--- config.mk ---
export PLATFORM = sky130hd
export DESIGN_NAME = unsigned_to_radix_text
export DESIGN_NICKNAME = d
export VERILOG_FILES = /design/src/u2rt_pkg.sv /design/src/u2rt_div.sv /design/src/unsigned_to_radix_text.sv
export SDC_FILE = /design/constraint.sdc
export NUM_CORES = 1
export LEC_CHECK = 0
export ABC_AREA = 1
export BUFFER_PORTS_ARGS = -buffer_cell sky130_fd_sc_hd__buf_4
export CORE_UTILIZATION = 47
export CTS_CLUSTER_DIAMETER = 120
export DETAILED_ROUTE_END_ITERATION = 12
export GPL_TIMING_DRIVEN = 1
export PLACE_DENSITY_LB_ADDON = 0.1
export SETUP_SLACK_MARGIN = 0.05
export SYNTH_ARGS = -nofsm -noshare
export SYNTH_HDL_FRONTEND = slang
export SYNTH_SLANG_ARGS = --single-unit
--- constraint.sdc ---
create_clock -name clk -period 10.4 [get_ports clk]
set_input_delay 2.08 -clock clk [delete_from_list [all_inputs] [get_ports clk]]
set_output_delay 2.08 -clock clk [all_outputs]
set_load 0.03 [all_outputs]
--- src/u2rt_pkg.sv ---
// Shared types and constants for the unsigned to radix text converter.
package u2rt_pkg;

  // Field and register widths
  localparam int VALUE_W  = 64;
  localparam int RADIX_W  = 5;
  localparam int DIGIT_W  = 4;
  localparam int SYMBOL_W = 8;
  localparam int CFG_IDX_W = 2;

  // Divider: restoring steps done per cycle, and cycles per full division
  localparam int DIV_STEPS = 8;
  localparam int DIV_CYC   = VALUE_W / DIV_STEPS;
  localparam int DIV_CNT_W = $clog2(DIV_CYC);

  // Register indexes on the configuration port
  localparam logic [CFG_IDX_W-1:0] CFG_RADIX     = 2'd0;
  localparam logic [CFG_IDX_W-1:0] CFG_ALPHA_LOW  = 2'd1;
  localparam logic [CFG_IDX_W-1:0] CFG_ALPHA_HIGH = 2'd2;

  // Reset values of the registers
  localparam logic [RADIX_W-1:0] RADIX_RST      = 5'd16;
  localparam logic [VALUE_W-1:0] ALPHA_LOW_RST  = 64'h3736353433323130;
  localparam logic [VALUE_W-1:0] ALPHA_HIGH_RST = 64'h6665646362613938;

  // Symbol sent for a zero value
  localparam logic [SYMBOL_W-1:0] ZERO_CHAR = 8'h30;

  // Divider status toward the sequencer
  typedef struct packed {
    logic               done;
    logic [DIGIT_W-1:0] digit;
  } div_res_t;

endpackage

--- src/u2rt_div.sv ---
// Divider: a digit of a 64-bit value, radix 2 to 16: shift, or restoring 8 bits a cycle.
module u2rt_div
  import u2rt_pkg::*;
(
  input  logic               clk,
  input  logic               rst_n,
  input  logic               start,
  input  logic [VALUE_W-1:0] dividend,
  input  logic [RADIX_W-1:0] radix,
  output div_res_t           res,
  output logic [VALUE_W-1:0] quotient
);

  logic                 busy_r, busy_nxt;
  logic                 done_r, done_nxt;
  logic [DIV_CNT_W-1:0] step_r, step_nxt;
  logic [VALUE_W-1:0]   w_r, w_nxt, w_c;
  logic [DIGIT_W-1:0]   rem_r, rem_nxt, rem_c;
  logic                 pow2;
  logic [2:0]           shamt;
  logic [RADIX_W-1:0]   radix_m1;

  // Power-of-two radix takes the fast path: mask and shift
  assign radix_m1 = radix - RADIX_W'(1);
  assign pow2     = (radix & radix_m1) == '0;

  always_comb begin
    case (radix)
      5'd2:    shamt = 3'd1;
      5'd4:    shamt = 3'd2;
      5'd8:    shamt = 3'd3;
      default: shamt = 3'd4;
    endcase
  end

  // Eight restoring steps: shift in the next dividend bit, subtract if it fits
  always_comb begin
    logic [DIGIT_W:0] t;
    logic             qb;
    w_c   = w_r;
    rem_c = rem_r;
    for (int i = 0; i < DIV_STEPS; i++) begin
      t = {rem_c, w_c[VALUE_W-1]};
      qb = (t >= radix);
      if (qb) begin
        t = t - radix;
      end
      rem_c = t[DIGIT_W-1:0];
      w_c   = {w_c[VALUE_W-2:0], qb};
    end
  end

  // Next-state of control and working registers
  always_comb begin
    busy_nxt = busy_r;
    done_nxt = 1'b0;
    step_nxt = step_r;
    w_nxt    = w_r;
    rem_nxt  = rem_r;
    if (start) begin
      if (pow2) begin
        w_nxt    = dividend >> shamt;
        rem_nxt  = dividend[DIGIT_W-1:0] & radix_m1[DIGIT_W-1:0];
        done_nxt = 1'b1;
      end else begin
        w_nxt    = dividend;
        rem_nxt  = '0;
        busy_nxt = 1'b1;
        step_nxt = '0;
      end
    end else if (busy_r) begin
      w_nxt    = w_c;
      rem_nxt  = rem_c;
      step_nxt = step_r + DIV_CNT_W'(1);
      if (step_r == DIV_CNT_W'(DIV_CYC - 1)) begin
        busy_nxt = 1'b0;
        done_nxt = 1'b1;
      end
    end
  end

  always_ff @(posedge clk) begin
    if (!rst_n) begin
      busy_r <= 1'b0;
      done_r <= 1'b0;
      step_r <= '0;
    end else begin
      busy_r <= busy_nxt;
      done_r <= done_nxt;
      step_r <= step_nxt;
    end
  end

  always_ff @(posedge clk) begin
    w_r   <= w_nxt;
    rem_r <= rem_nxt;
  end

  assign res.done  = done_r;
  assign res.digit = rem_r;
  assign quotient  = w_r;

endmodule

--- src/unsigned_to_radix_text.sv ---
// Top level: converts 64-bit unsigned values into radix text symbols.
//
// Input channel in_valid/in_ready/in_value takes one value per item. The
// result channel out_valid/out_ready/out_symbol/out_last sends one byte per
// digit, most significant digit first, out_last high on the final one. A
// zero value sends the single byte 0x30 whatever the alphabet holds.
// The cfg_we/cfg_index/cfg_wdata port writes radix (0), alphabet low (1)
// and alphabet high (2); write only while the block is idle.
//
// Digits come from a single divider, least significant first, into a
// 64-entry digit memory, and are then read back in reverse order.
// Radix 2, 4, 8 or 16 takes a digit by mask and shift; other radixes use
// 64-bit restoring division, 8 bits per cycle. Readback sends one symbol
// per cycle while the receiver is ready, through the registered memory
// read stage and the output register.
// A new value is taken once all reads of the previous one are issued.
// A stalled receiver holds the output register and halts readback; no
// symbol is lost. Reset restores radix 16 and the "0123456789abcdef"
// alphabet; the digit memory needs no clearing.
module unsigned_to_radix_text
  import u2rt_pkg::*;
#(
  parameter int MAX_DIGITS  = 64,
  parameter int MAX_SYMBOLS = 16
) (
  input  logic                 clk,
  input  logic                 rst_n,
  input  logic                 in_valid,
  output logic                 in_ready,
  input  logic [VALUE_W-1:0]   in_value,
  output logic                 out_valid,
  input  logic                 out_ready,
  output logic [SYMBOL_W-1:0]  out_symbol,
  output logic                 out_last,
  input  logic                 cfg_we,
  input  logic [CFG_IDX_W-1:0] cfg_index,
  input  logic [VALUE_W-1:0]   cfg_wdata
);

  localparam int AW = (MAX_DIGITS > 1) ? $clog2(MAX_DIGITS) : 1;
  localparam int CW = $clog2(MAX_DIGITS + 1);

  typedef enum logic [1:0] {S_IDLE, S_DIV, S_EMIT} state_t;

  // Configuration registers
  logic [RADIX_W-1:0] radix_r;
  logic [VALUE_W-1:0] alpha_lo_r;
  logic [VALUE_W-1:0] alpha_hi_r;
  logic [RADIX_W-1:0] eff_radix;

  // Sequencer
  state_t        state_r, state_nxt;
  logic [CW-1:0] cnt_r, cnt_nxt;
  logic [CW-1:0] rd_left_r, rd_left_nxt;
  logic          zero_r, zero_nxt;

  // Divider hookup
  logic               div_start;
  logic [VALUE_W-1:0] div_dividend;
  div_res_t           div_res;
  logic [VALUE_W-1:0] div_quo;
  logic               more;

  // Digit memory and readback pipeline
  logic [DIGIT_W-1:0] mem [MAX_DIGITS];
  logic               wr_en;
  logic               rd_en;
  logic [AW-1:0]      rd_addr;
  logic [DIGIT_W-1:0] mem_q_r;
  logic               q_vld_r, q_vld_nxt;
  logic               q_last_r;
  logic               q_zero_r;
  logic               move_q;

  // Output register
  logic                out_valid_r, out_valid_nxt;
  logic [SYMBOL_W-1:0] out_symbol_r;
  logic                out_last_r;

  logic                in_acc;

  // Alphabet lookup: digit d is byte d of {high, low}
  function automatic logic [SYMBOL_W-1:0] symbol_of(
    input logic [DIGIT_W-1:0] d,
    input logic [VALUE_W-1:0] lo,
    input logic [VALUE_W-1:0] hi
  );
    logic [2*VALUE_W-1:0] alpha;
    alpha = {hi, lo};
    return alpha[d*SYMBOL_W +: SYMBOL_W];
  endfunction

  // Configuration writes
  always_ff @(posedge clk) begin
    if (!rst_n) begin
      radix_r    <= RADIX_RST;
      alpha_lo_r <= ALPHA_LOW_RST;
      alpha_hi_r <= ALPHA_HIGH_RST;
    end else if (cfg_we) begin
      unique case (cfg_index)
        CFG_RADIX:      radix_r    <= cfg_wdata[RADIX_W-1:0];
        CFG_ALPHA_LOW:  alpha_lo_r <= cfg_wdata;
        CFG_ALPHA_HIGH: alpha_hi_r <= cfg_wdata;
        default: ;
      endcase
    end
  end

  // Radix saturates to 2 .. MAX_SYMBOLS
  always_comb begin
    eff_radix = radix_r;
    if (radix_r < RADIX_W'(2)) begin
      eff_radix = RADIX_W'(2);
    end
    if (radix_r > RADIX_W'(MAX_SYMBOLS)) begin
      eff_radix = RADIX_W'(MAX_SYMBOLS);
    end
  end

  u2rt_div u_div (
    .clk      (clk),
    .rst_n    (rst_n),
    .start    (div_start),
    .dividend (div_dividend),
    .radix    (eff_radix),
    .res      (div_res),
    .quotient (div_quo)
  );

  assign in_ready = (state_r == S_IDLE);
  assign in_acc   = in_valid && in_ready;

  // Keep dividing while quotient is nonzero and the store has room
  assign more  = (div_quo != '0) && ((cnt_r + CW'(1)) < CW'(MAX_DIGITS));
  assign wr_en = (state_r == S_DIV) && div_res.done;

  assign div_start    = (in_acc && (in_value != '0)) || (wr_en && more);
  assign div_dividend = in_acc ? in_value : div_quo;

  // Readback: issue a read whenever the memory output stage will be free
  assign move_q  = q_vld_r && (!out_valid_r || out_ready);
  assign rd_en   = (state_r == S_EMIT) && (!q_vld_r || move_q);
  assign rd_addr = AW'(rd_left_r - CW'(1));

  // Sequencer next state
  always_comb begin
    state_nxt   = state_r;
    cnt_nxt     = cnt_r;
    rd_left_nxt = rd_left_r;
    zero_nxt    = zero_r;
    unique case (state_r)
      S_IDLE: begin
        if (in_acc) begin
          if (in_value == '0) begin
            zero_nxt    = 1'b1;
            cnt_nxt     = CW'(1);
            rd_left_nxt = CW'(1);
            state_nxt   = S_EMIT;
          end else begin
            zero_nxt  = 1'b0;
            cnt_nxt   = '0;
            state_nxt = S_DIV;
          end
        end
      end
      S_DIV: begin
        if (div_res.done) begin
          cnt_nxt = cnt_r + CW'(1);
          if (!more) begin
            rd_left_nxt = cnt_r + CW'(1);
            state_nxt   = S_EMIT;
          end
        end
      end
      S_EMIT: begin
        if (rd_en) begin
          rd_left_nxt = rd_left_r - CW'(1);
          if (rd_left_r == CW'(1)) begin
            state_nxt = S_IDLE;
          end
        end
      end
      default: state_nxt = S_IDLE;
    endcase
  end

  // Readback stage and output register valids
  always_comb begin
    q_vld_nxt = q_vld_r;
    if (rd_en) begin
      q_vld_nxt = 1'b1;
    end else if (move_q) begin
      q_vld_nxt = 1'b0;
    end
    out_valid_nxt = out_valid_r;
    if (move_q) begin
      out_valid_nxt = 1'b1;
    end else if (out_ready) begin
      out_valid_nxt = 1'b0;
    end
  end

  always_ff @(posedge clk) begin
    if (!rst_n) begin
      state_r     <= S_IDLE;
      cnt_r       <= '0;
      rd_left_r   <= '0;
      zero_r      <= 1'b0;
      q_vld_r     <= 1'b0;
      out_valid_r <= 1'b0;
    end else begin
      state_r     <= state_nxt;
      cnt_r       <= cnt_nxt;
      rd_left_r   <= rd_left_nxt;
      zero_r      <= zero_nxt;
      q_vld_r     <= q_vld_nxt;
      out_valid_r <= out_valid_nxt;
    end
  end

  // Digit memory: one write port, one registered read port
  always_ff @(posedge clk) begin
    if (wr_en) begin
      mem[cnt_r[AW-1:0]] <= div_res.digit;
    end
  end

  always_ff @(posedge clk) begin
    if (rd_en) begin
      mem_q_r  <= mem[rd_addr];
      q_last_r <= (rd_left_r == CW'(1));
      q_zero_r <= zero_r;
    end
  end

  // Output payload
  always_ff @(posedge clk) begin
    if (move_q) begin
      out_symbol_r <= q_zero_r ? ZERO_CHAR : symbol_of(mem_q_r, alpha_lo_r, alpha_hi_r);
      out_last_r   <= q_last_r;
    end
  end

  assign out_valid  = out_valid_r;
  assign out_symbol = out_symbol_r;
  assign out_last   = out_last_r;

endmodule
==> results.md, run 1 <==
* Outcome: complete, no violations
* Hold Buf Count CTS at 0
* Die Width at 239 µm
* Full die area at 57200 µm²
* Buffers plus inverters on the worst setup path at 17
* Avg Inst Size Synth at 8.40 µm²
* Final WL at 78400 µm
* Post-synth ARST share at 0%
* CP Depth at 68
* Layout fillers at 5111
* YS warnings at 0
* Worst setup EP type: flop
* Maxcap violations at 0
* Top delay family on crit path: simple AND/OR/NAND/NOR gates
* Area share of the leading cell type in the synthesized netlist at 38.5%
* Final period demand of the worst path at 10.01 ns
* Vias at 23300
* Slew headroom at 17.6%
* Net count after synthesis at 3344
* CTS root buf: clkbuf_16
* Synth area leaders: edfxtp_1 39%, dfxtp_1 12%, nand2_1 8.7%
* Largest net degree at the start of global routing at 133
* Area leader, netlist: edfxtp_1
* Ratio of cells with drive above 1 in the final layout at 12.3%
* # DRC at 0
* Total grt overflow at 0
* Hold Slack at 0.420 ns
* Mapped Area at 26400 µm²
* Arr. time, crit path at 10.35 ns
* Post-layout util at 54.5%
* CP dominant cell by count: nand2_1
* Synthesized netlist cell count at 3146
* Layout Nets at 3406
* Critical Path RT at 10.74 ns
* Hold Path Depth at 0
* H-tree levels at 2
* Die Y at 239 µm
* Detailed Route Iter0 Violations at 2232
* WL/cell at 19.6 µm
* Core area at 55300 µm²
* Final hold viol count at 0
* Via density at 5.82
* Worst setup SP type: flop
* Fin. max-slew vios at 0
* Synthesized flop and latch total at 496
* EDFF count, synth at 339
* Final HPWL DP at 49400 µm
* Routed Antenna Nets at 0
* Clk_lat worst skew at 0.62 ns
* Measured slew at the worst slew-check pin at 1.24 ns
* CTS tree: yes
* Routability congestion estimate at 0.893
* CP Max Fanout at 7
* Clk sinks at 496
* Starting Density at 47.8%
* Reg2reg path depth at 68
* First-pass GRT wire length at 122000 µm
* Area after DPL at 27800 µm²
* Final Non-Filler Cells at 3999
* Total GRT Usage at 26.9%
* Dpl cells at 3882
* Most frequent cell after synthesis: nand2_1
* Area Overhead vs Synth at 14.0%
* Design area at 30100 µm²
* Number of buffers created by CTS at 54
* Initial antenna violation count at 1
* Post-synth cell types at 46
* Sequential fraction of the synthesis area at 50.4%
* Slowest library cell on the worst path: ha_1
* # diodes at 0
* Reg clk slew, reported paths at 0.06 ns
* Rows at 86
* Synth top cells by count: 611 x nand2_1, 393 x nor2_1, 377 x nand3_1
* F_max at 99.9 MHz
* IO Pins at 146
* Setup CP Type: reg -> reg
* Vias in the first global route at 22200
* Final setup vio count at 0
* Fin crit share at 96.3%
* CP max stage delay at 0.34 ns
* Max Root-Sink Buffers at 3
* Dominant synthesized flop cell: edfxtp_1
* First drt pass iteration count at 5
* Min-Delay Path Class: reg -> reg
* # port buffers at 145
* Post-Route Skew at 0.0447 ns
-- what timing repair did --
item,in CTS,in global routing
gates cloned,0,0
setup endpoints to repair,5,5
gates resized for setup,23,61
pin swaps,3,23
setup buffers,6,12
-- final cells by class --
cell class / count / area, µm² / area share (%)
sequential: 496 / 13300 / 44.2
multi-input combinational: 2264 / 11900 / 39.3
timing repair buffer: 204 / 1540 / 5.09
clock buffer: 66 / 1440 / 4.77
tap: 748 / 936 / 3.11
inverter: 188 / 709 / 2.35
clock inverter: 33 / 333 / 1.10
-- kinds of logic (layout without fill, tap and decap cells) --
| logic type | after synthesis | in the layout | synth area share [%] |
|---|---|---|---|
| AOI/OAI and AO/OA | 694 | 694 | 15.1 |
| xor gates and xnor gates | 20 | 20 | 0.833 |
| adders and majority gates | 63 | 63 | 3.21 |
| buffers and inverters | 386 | 491 | 6.44 |
| DFF | 496 | 496 | 50.4 |
| muxes | 1 | 1 | 0.0379 |
| and+or+nand+nor | 1486 | 1486 | 24.0 |
-- routing by layer --
layer	track usage [%]	wire, µm	up-vias
met5	0	11	-
met4	9.62	2510	2
met3	3.23	5070	156
met2	45.1	37600	904
met1	35.9	33300	11100
li1	-	-	11100
-- sequential cells by signal (all words and copies together), names as in the netlist --
name,cells
cnt_r,7
u_div.step_r,3
out_valid,1
q_last_r,1
zero_r,1
alpha_lo_r,64
rd_left_r,7
radix_r,5
mem_q_r,4
mem,256
alpha_hi_r,64
out_symbol,8
u_div.rem_r,4
state_r,2
q_vld_r,1
out_last,1
u_div.quotient,64
u_div.done_r,1
u_div.busy_r,1
q_zero_r,1
-- metrics by stage --
step / setup TNS [ns] / worst slack, ns
floorplan: 0 / 0.0660
global placement: 0 / 0.0261
detailed placement: -4.09 / -0.843
CTS: 0 / 0.0693
global route: -0.956 / -0.238
finish: 0 / 0.387
-- worst paths after layout --
kind | start | end | slack, ns
hold reg to reg | q_last_r$_DFFE_PP_ | out_last$_DFFE_PP_ | 0.42
hold / removal | q_last_r$_DFFE_PP_ | out_last$_DFFE_PP_ | 0.42
setup / recovery | radix_r[0]$_SDFFE_PN0P_ | u_div.rem_r[3]$_DFFE_PP_ | 0.39
setup reg to reg | radix_r[0]$_SDFFE_PN0P_ | u_div.rem_r[3]$_DFFE_PP_ | 0.39
-- cells in the final DEF (no fill, tap or decap), types with 22 or more instances in the layout --
| master | netlist | layout |
|---|---|---|
| inv_2 | 13 | 22 |
| inv_1 | 170 | 160 |
| nand2_1 | 611 | 607 |
| a21oi_1 | 116 | 107 |
| o21a_1 | 40 | 40 |
| o21ai_1 | 31 | 36 |
| ha_1 | 55 | 38 |
| edfxtp_1 | 339 | 339 |
| o22ai_1 | 41 | 41 |
| o211ai_1 | 71 | 71 |
| nand3_1 | 377 | 366 |
| o21ai_0 | 333 | 327 |
| nand4_1 | 61 | 61 |
| nor2_1 | 393 | 388 |
| dfxtp_1 | 157 | 153 |
| buf_4 | 11 | 203 |
| o221ai_1 | 39 | 39 |
| clkbuf_16 | 0 | 56 |
Power of run 1 is not shown: default switching activity piles up to over one toggle a cycle in this logic, so the estimate is an artifact.
==> inputs of run 2 (changes only) <==
--- a/config.mk
+++ b/config.mk
@@ -12,7 +12,7 @@
 export DETAILED_ROUTE_END_ITERATION = 12
 export GPL_TIMING_DRIVEN = 1
 export PLACE_DENSITY_LB_ADDON = 0.1
-export SETUP_SLACK_MARGIN = 0.05
+export SETUP_SLACK_MARGIN = 0.4
 export SYNTH_ARGS = -nofsm -noshare
 export SYNTH_HDL_FRONTEND = slang
 export SYNTH_SLANG_ARGS = --single-unit
==> constraint.sdc (replaced) <==
create_clock -name clk -period 10.4 [get_ports clk]
set_input_delay 1.56 -clock clk [delete_from_list [all_inputs] [get_ports clk]]
set_output_delay 1.56 -clock clk [all_outputs]
set_load 0.03 [all_outputs]
==> results.md, run 2 (synthesized netlist as in run 1, its figures left out) <==
* Outcome: complete, no violations
* # DRC at 0
* First-pass GRT wire length at 120000 µm
* CTS tree: yes
* H-tree levels at 2
* Core area at 55300 µm²
* Setup CP Type: reg -> reg
* Starting Density at 47.8%
* Measured slew at the worst slew-check pin at 1.14 ns
* Clk sinks at 496
* Detailed Route Iter0 Violations at 1919
* Total GRT Usage at 26.7%
* Fin. max-slew vios at 0
* Max FFs per register at 256
* F_max at 104 MHz
* Routability congestion estimate at 0.906
* Die Width at 239 µm
* CP Max Fanout at 7
* Maxcap violations at 0
* RSZ-0062 raised after global routing: true
* Post-Route Skew at 0.0296 ns
* Reg clk slew, reported paths at 0.06 ns
* First drt pass iteration count at 6
* Worst setup SP type: flop
* Total grt overflow at 0
* Initial antenna violation count at 0
* CP max stage delay at 0.37 ns
* Min-Delay Path Class: reg -> reg
* Clk_lat worst skew at 0.62 ns
* Dpl cells at 3880
* # diodes at 0
* Final period demand of the worst path at 9.61 ns
* Full die area at 57200 µm²
* Commonest cells after routing, fill and taps aside: 592 x nand2_1, 386 x nor2_1, 358 x nand3_1
* Largest net degree at the start of global routing at 114
* Vias at 23300
* Rows at 86
* Most common cell after layout, fill and taps aside: nand2_1
* # port buffers at 145
* Arr. time, crit path at 9.95 ns
* Routed Antenna Nets at 0
* IO Pins at 146
* CTS root buf: clkbuf_16
* Via density at 5.81
* Layout Nets at 3414
* Die Y at 239 µm
* Final Non-Filler Cells at 4006
* Hold Buf Count CTS at 0
* WL/cell at 19.6 µm
* Slowest library cell on the worst path: dfxtp_4
* Final WL at 78600 µm
* Final hold viol count at 0
* Post-layout util at 55.0%
* Ratio of cells with drive above 1 in the final layout at 14.0%
* Final HPWL DP at 49700 µm
* Slew headroom at 24.1%
* Hold Slack at 0.401 ns
* Fin crit share at 92.4%
* Number of buffers created by CTS at 53
* Area Overhead vs Synth at 15.0%
* Final setup vio count at 0
* Worst setup EP type: flop
* Max Root-Sink Buffers at 3
* Critical Path RT at 10.75 ns
* Vias in the first global route at 21900
==> run 2: timing repair <==
item / 4_1_cts / 5_1_grt
endpoints found under the setup margin: 5 / 5
gates cloned: 0 / 0
pin swaps: 7 / 60
gates resized for setup: 22 / 122
buffers inserted: 10 / 19
==> run 2: final cells by class <==
| type | instances | area, µm² |
|---|---|---|
| Fill cell | 5149 | 24900 |
| Sequential cell | 496 | 13300 |
| Multi-Input combinational cell | 2264 | 12100 |
| Timing Repair Buffer | 213 | 1610 |
| Clock buffer | 69 | 1440 |
| Tap cell | 748 | 936 |
| Inverter | 188 | 719 |
| Clock inverter | 28 | 254 |
==> run 2: metal layers <==
metal / global-route usage [%] / routed length, µm / up-vias
li1: - / - / 11100
met3: 3.47 / 5180 / 169
met5: 0 / 0 / -
met1: 35.5 / 33500 / 11000
met4: 9.98 / 2650 / 0
met2: 44.4 / 37300 / 919
==> run 2: final timing paths <==
check / from / to / slack, ns / cells past startpoint
max reg2reg: radix_r[2]$_SDFFE_PN0P_ / u_div.rem_r[2]$_DFFE_PP_ / 0.79 / 66
min reg2reg: q_last_r$_DFFE_PP_ / out_last$_DFFE_PP_ / 0.40 / 0
min: q_last_r$_DFFE_PP_ / out_last$_DFFE_PP_ / 0.40 / 0
max: radix_r[2]$_SDFFE_PN0P_ / u_div.rem_r[2]$_DFFE_PP_ / 0.79 / 66
==> run 2: worst max-delay path, delay by kind of cell (launching register included) <==
family          cells  cell delay, ns
compound gates     19            3.26
fa+ha+maj           8            2.02
buf+inv            13            1.15
flops               1            0.37
simple gates       26            2.55
==> run 2: through the flow <==
step / TNS (ns) / setup slack, ns / cell area (µm²)
final: 0 / 0.794 / 30400
after global routing: 0 / 0.199 / 30400
after CTS: 0 / 0.405 / 29700
after detailed placement: -2.83 / -0.585 / 27900
after global placement: -0.00975 / -0.00975 / 27900
after floorplan: 0 / 0.408 / 26500
Power of run 2 is left out for the same reason.
==> inputs of run 3 (changes only) <==
--- a/config.mk
+++ b/config.mk
@@ -11,7 +11,8 @@
 export CTS_CLUSTER_DIAMETER = 120
 export DETAILED_ROUTE_END_ITERATION = 12
 export GPL_TIMING_DRIVEN = 1
-export PLACE_DENSITY_LB_ADDON = 0.1
+export MAX_ROUTING_LAYER = met4
+export PLACE_DENSITY = 0.69
 export SETUP_SLACK_MARGIN = 0.4
 export SYNTH_ARGS = -nofsm -noshare
 export SYNTH_HDL_FRONTEND = slang
==> results.md, run 3 (synthesized netlist as in run 1, its figures left out) <==
* Final Non-Filler Cells at 4012
* # DRC at 0
* RSZ-0062 raised after global routing: false
* Final WL at 77100 µm
* Arr. time, crit path at 10.18 ns
* Final HPWL DP at 48400 µm
* Worst setup EP type: flop
* Outcome: complete, no violations
* Routed Antenna Nets at 0
* First drt pass iteration count at 6
* Fin crit share at 94.5%
* Hold Buf Count CTS at 0
* Area Overhead vs Synth at 15.8%
* Core area at 55300 µm²
* Largest net degree at the start of global routing at 130
* Reg clk slew, reported paths at 0.06 ns
* Total GRT Usage at 26.9%
* CP max stage delay at 0.36 ns
* Final setup vio count at 0
* Commonest cells after routing, fill and taps aside: 584 x nand2_1, 386 x nor2_1, 355 x nand3_1
* Starting Density at 47.8%
* CTS tree: yes
* Detailed Route Iter0 Violations at 2548
* Vias in the first global route at 22100
* H-tree levels at 2
* Layout Nets at 3415
* Design area at 30600 µm²
* F_max at 102 MHz
* Maxcap violations at 0
* # port buffers at 145
* CP dominant cell by count: nand2_1
* Die Width at 239 µm
* First-pass GRT wire length at 119000 µm
* Critical Path RT at 10.75 ns
* Full die area at 57200 µm²
* Slowest library cell on the worst path: dfxtp_4
* Measured slew at the worst slew-check pin at 1.26 ns
* Rows at 86
* Setup CP Type: reg -> reg
* Number of buffers created by CTS at 53
* CP Max Fanout at 8
* Final setup TNS at 0 ns
* Final hold viol count at 0
* Clk_lat worst skew at 0.62 ns
* Post-Route Skew at 0.0413 ns
* Worst setup SP type: flop
* Most common cell after layout, fill and taps aside: nand2_1
* Total grt overflow at 0
* Area after DPL at 27800 µm²
* Final period demand of the worst path at 9.83 ns
* CTS root buf: clkbuf_16
* Slew headroom at 16.2%
* Post-layout util at 55.4%
* Ratio of cells with drive above 1 in the final layout at 14.5%
* Initial antenna violation count at 3
* Dpl cells at 3875
* IO Pins at 146
* Max Root-Sink Buffers at 3
* Vias at 23500
* Via density at 5.86
* Die Y at 239 µm
* Fin. max-slew vios at 0
* Max FFs per register at 256
* Clk sinks at 496
* Routability congestion estimate at 0.908
* WL/cell at 19.2 µm
* Min-Delay Path Class: reg -> reg
==> run 3: area by class of cell <==
| cell class | instances | area, µm² |
|---|---|---|
| fill | 5000 | 24700 |
| sequential | 496 | 13300 |
| multi-input combinational | 2264 | 12200 |
| timing repair buffer | 214 | 1630 |
| clock buffer | 69 | 1470 |
| tap | 748 | 936 |
| inverter | 188 | 719 |
| clock inverter | 30 | 369 |
| antenna | 3 | 7.51 |
==> run 3: path summary, 6_finish.rpt <==
kind,depth (start not counted),slack (ns),from,to
max reg2reg,68,0.57,radix_r[2]$_SDFFE_PN0P_,u_div.rem_r[3]$_DFFE_PP_
min,0,0.43,q_last_r$_DFFE_PP_,out_last$_DFFE_PP_
max,68,0.57,radix_r[2]$_SDFFE_PN0P_,u_div.rem_r[3]$_DFFE_PP_
min reg2reg,0,0.43,q_last_r$_DFFE_PP_,out_last$_DFFE_PP_
==> run 3: stage by stage <==
step           setup WS, ns  hold WS (ns)
6_report              0.569         0.433
2_1_floorplan         0.408         0.400
5_1_grt              0.0292         0.451
3_3_place_gp          0.175         0.419
3_5_place_dp         -0.770         0.420
4_1_cts               0.406         0.436
==> run 3: repair_timing <==
item / in CTS / in global routing
pin swaps: 10 / 67
resized for setup: 40 / 119
setup endpoints to repair: 5 / 5
setup buffers: 7 / 28
==> run 3: worst max-delay path, delay by kind of cell (launching register included) <==
family | cells | cell delay, ns
compound gates | 18 | 2.95
buf+inv | 13 | 1.16
simple gates | 29 | 3.07
fa+ha+maj | 8 | 1.98
flops | 1 | 0.36
==> run 3: metal layers <==
layer | vias to the layer above | global-route usage [%] | wire [µm]
met5 | - | - | 0
met4 | 0 | 9.75 | 2640
met3 | 193 | 3.50 | 5570
met2 | 1054 | 42.9 | 36600
met1 | 11100 | 35.3 | 32300
li1 | 11100 | - | -
Power of run 3 is left out for the same reason.
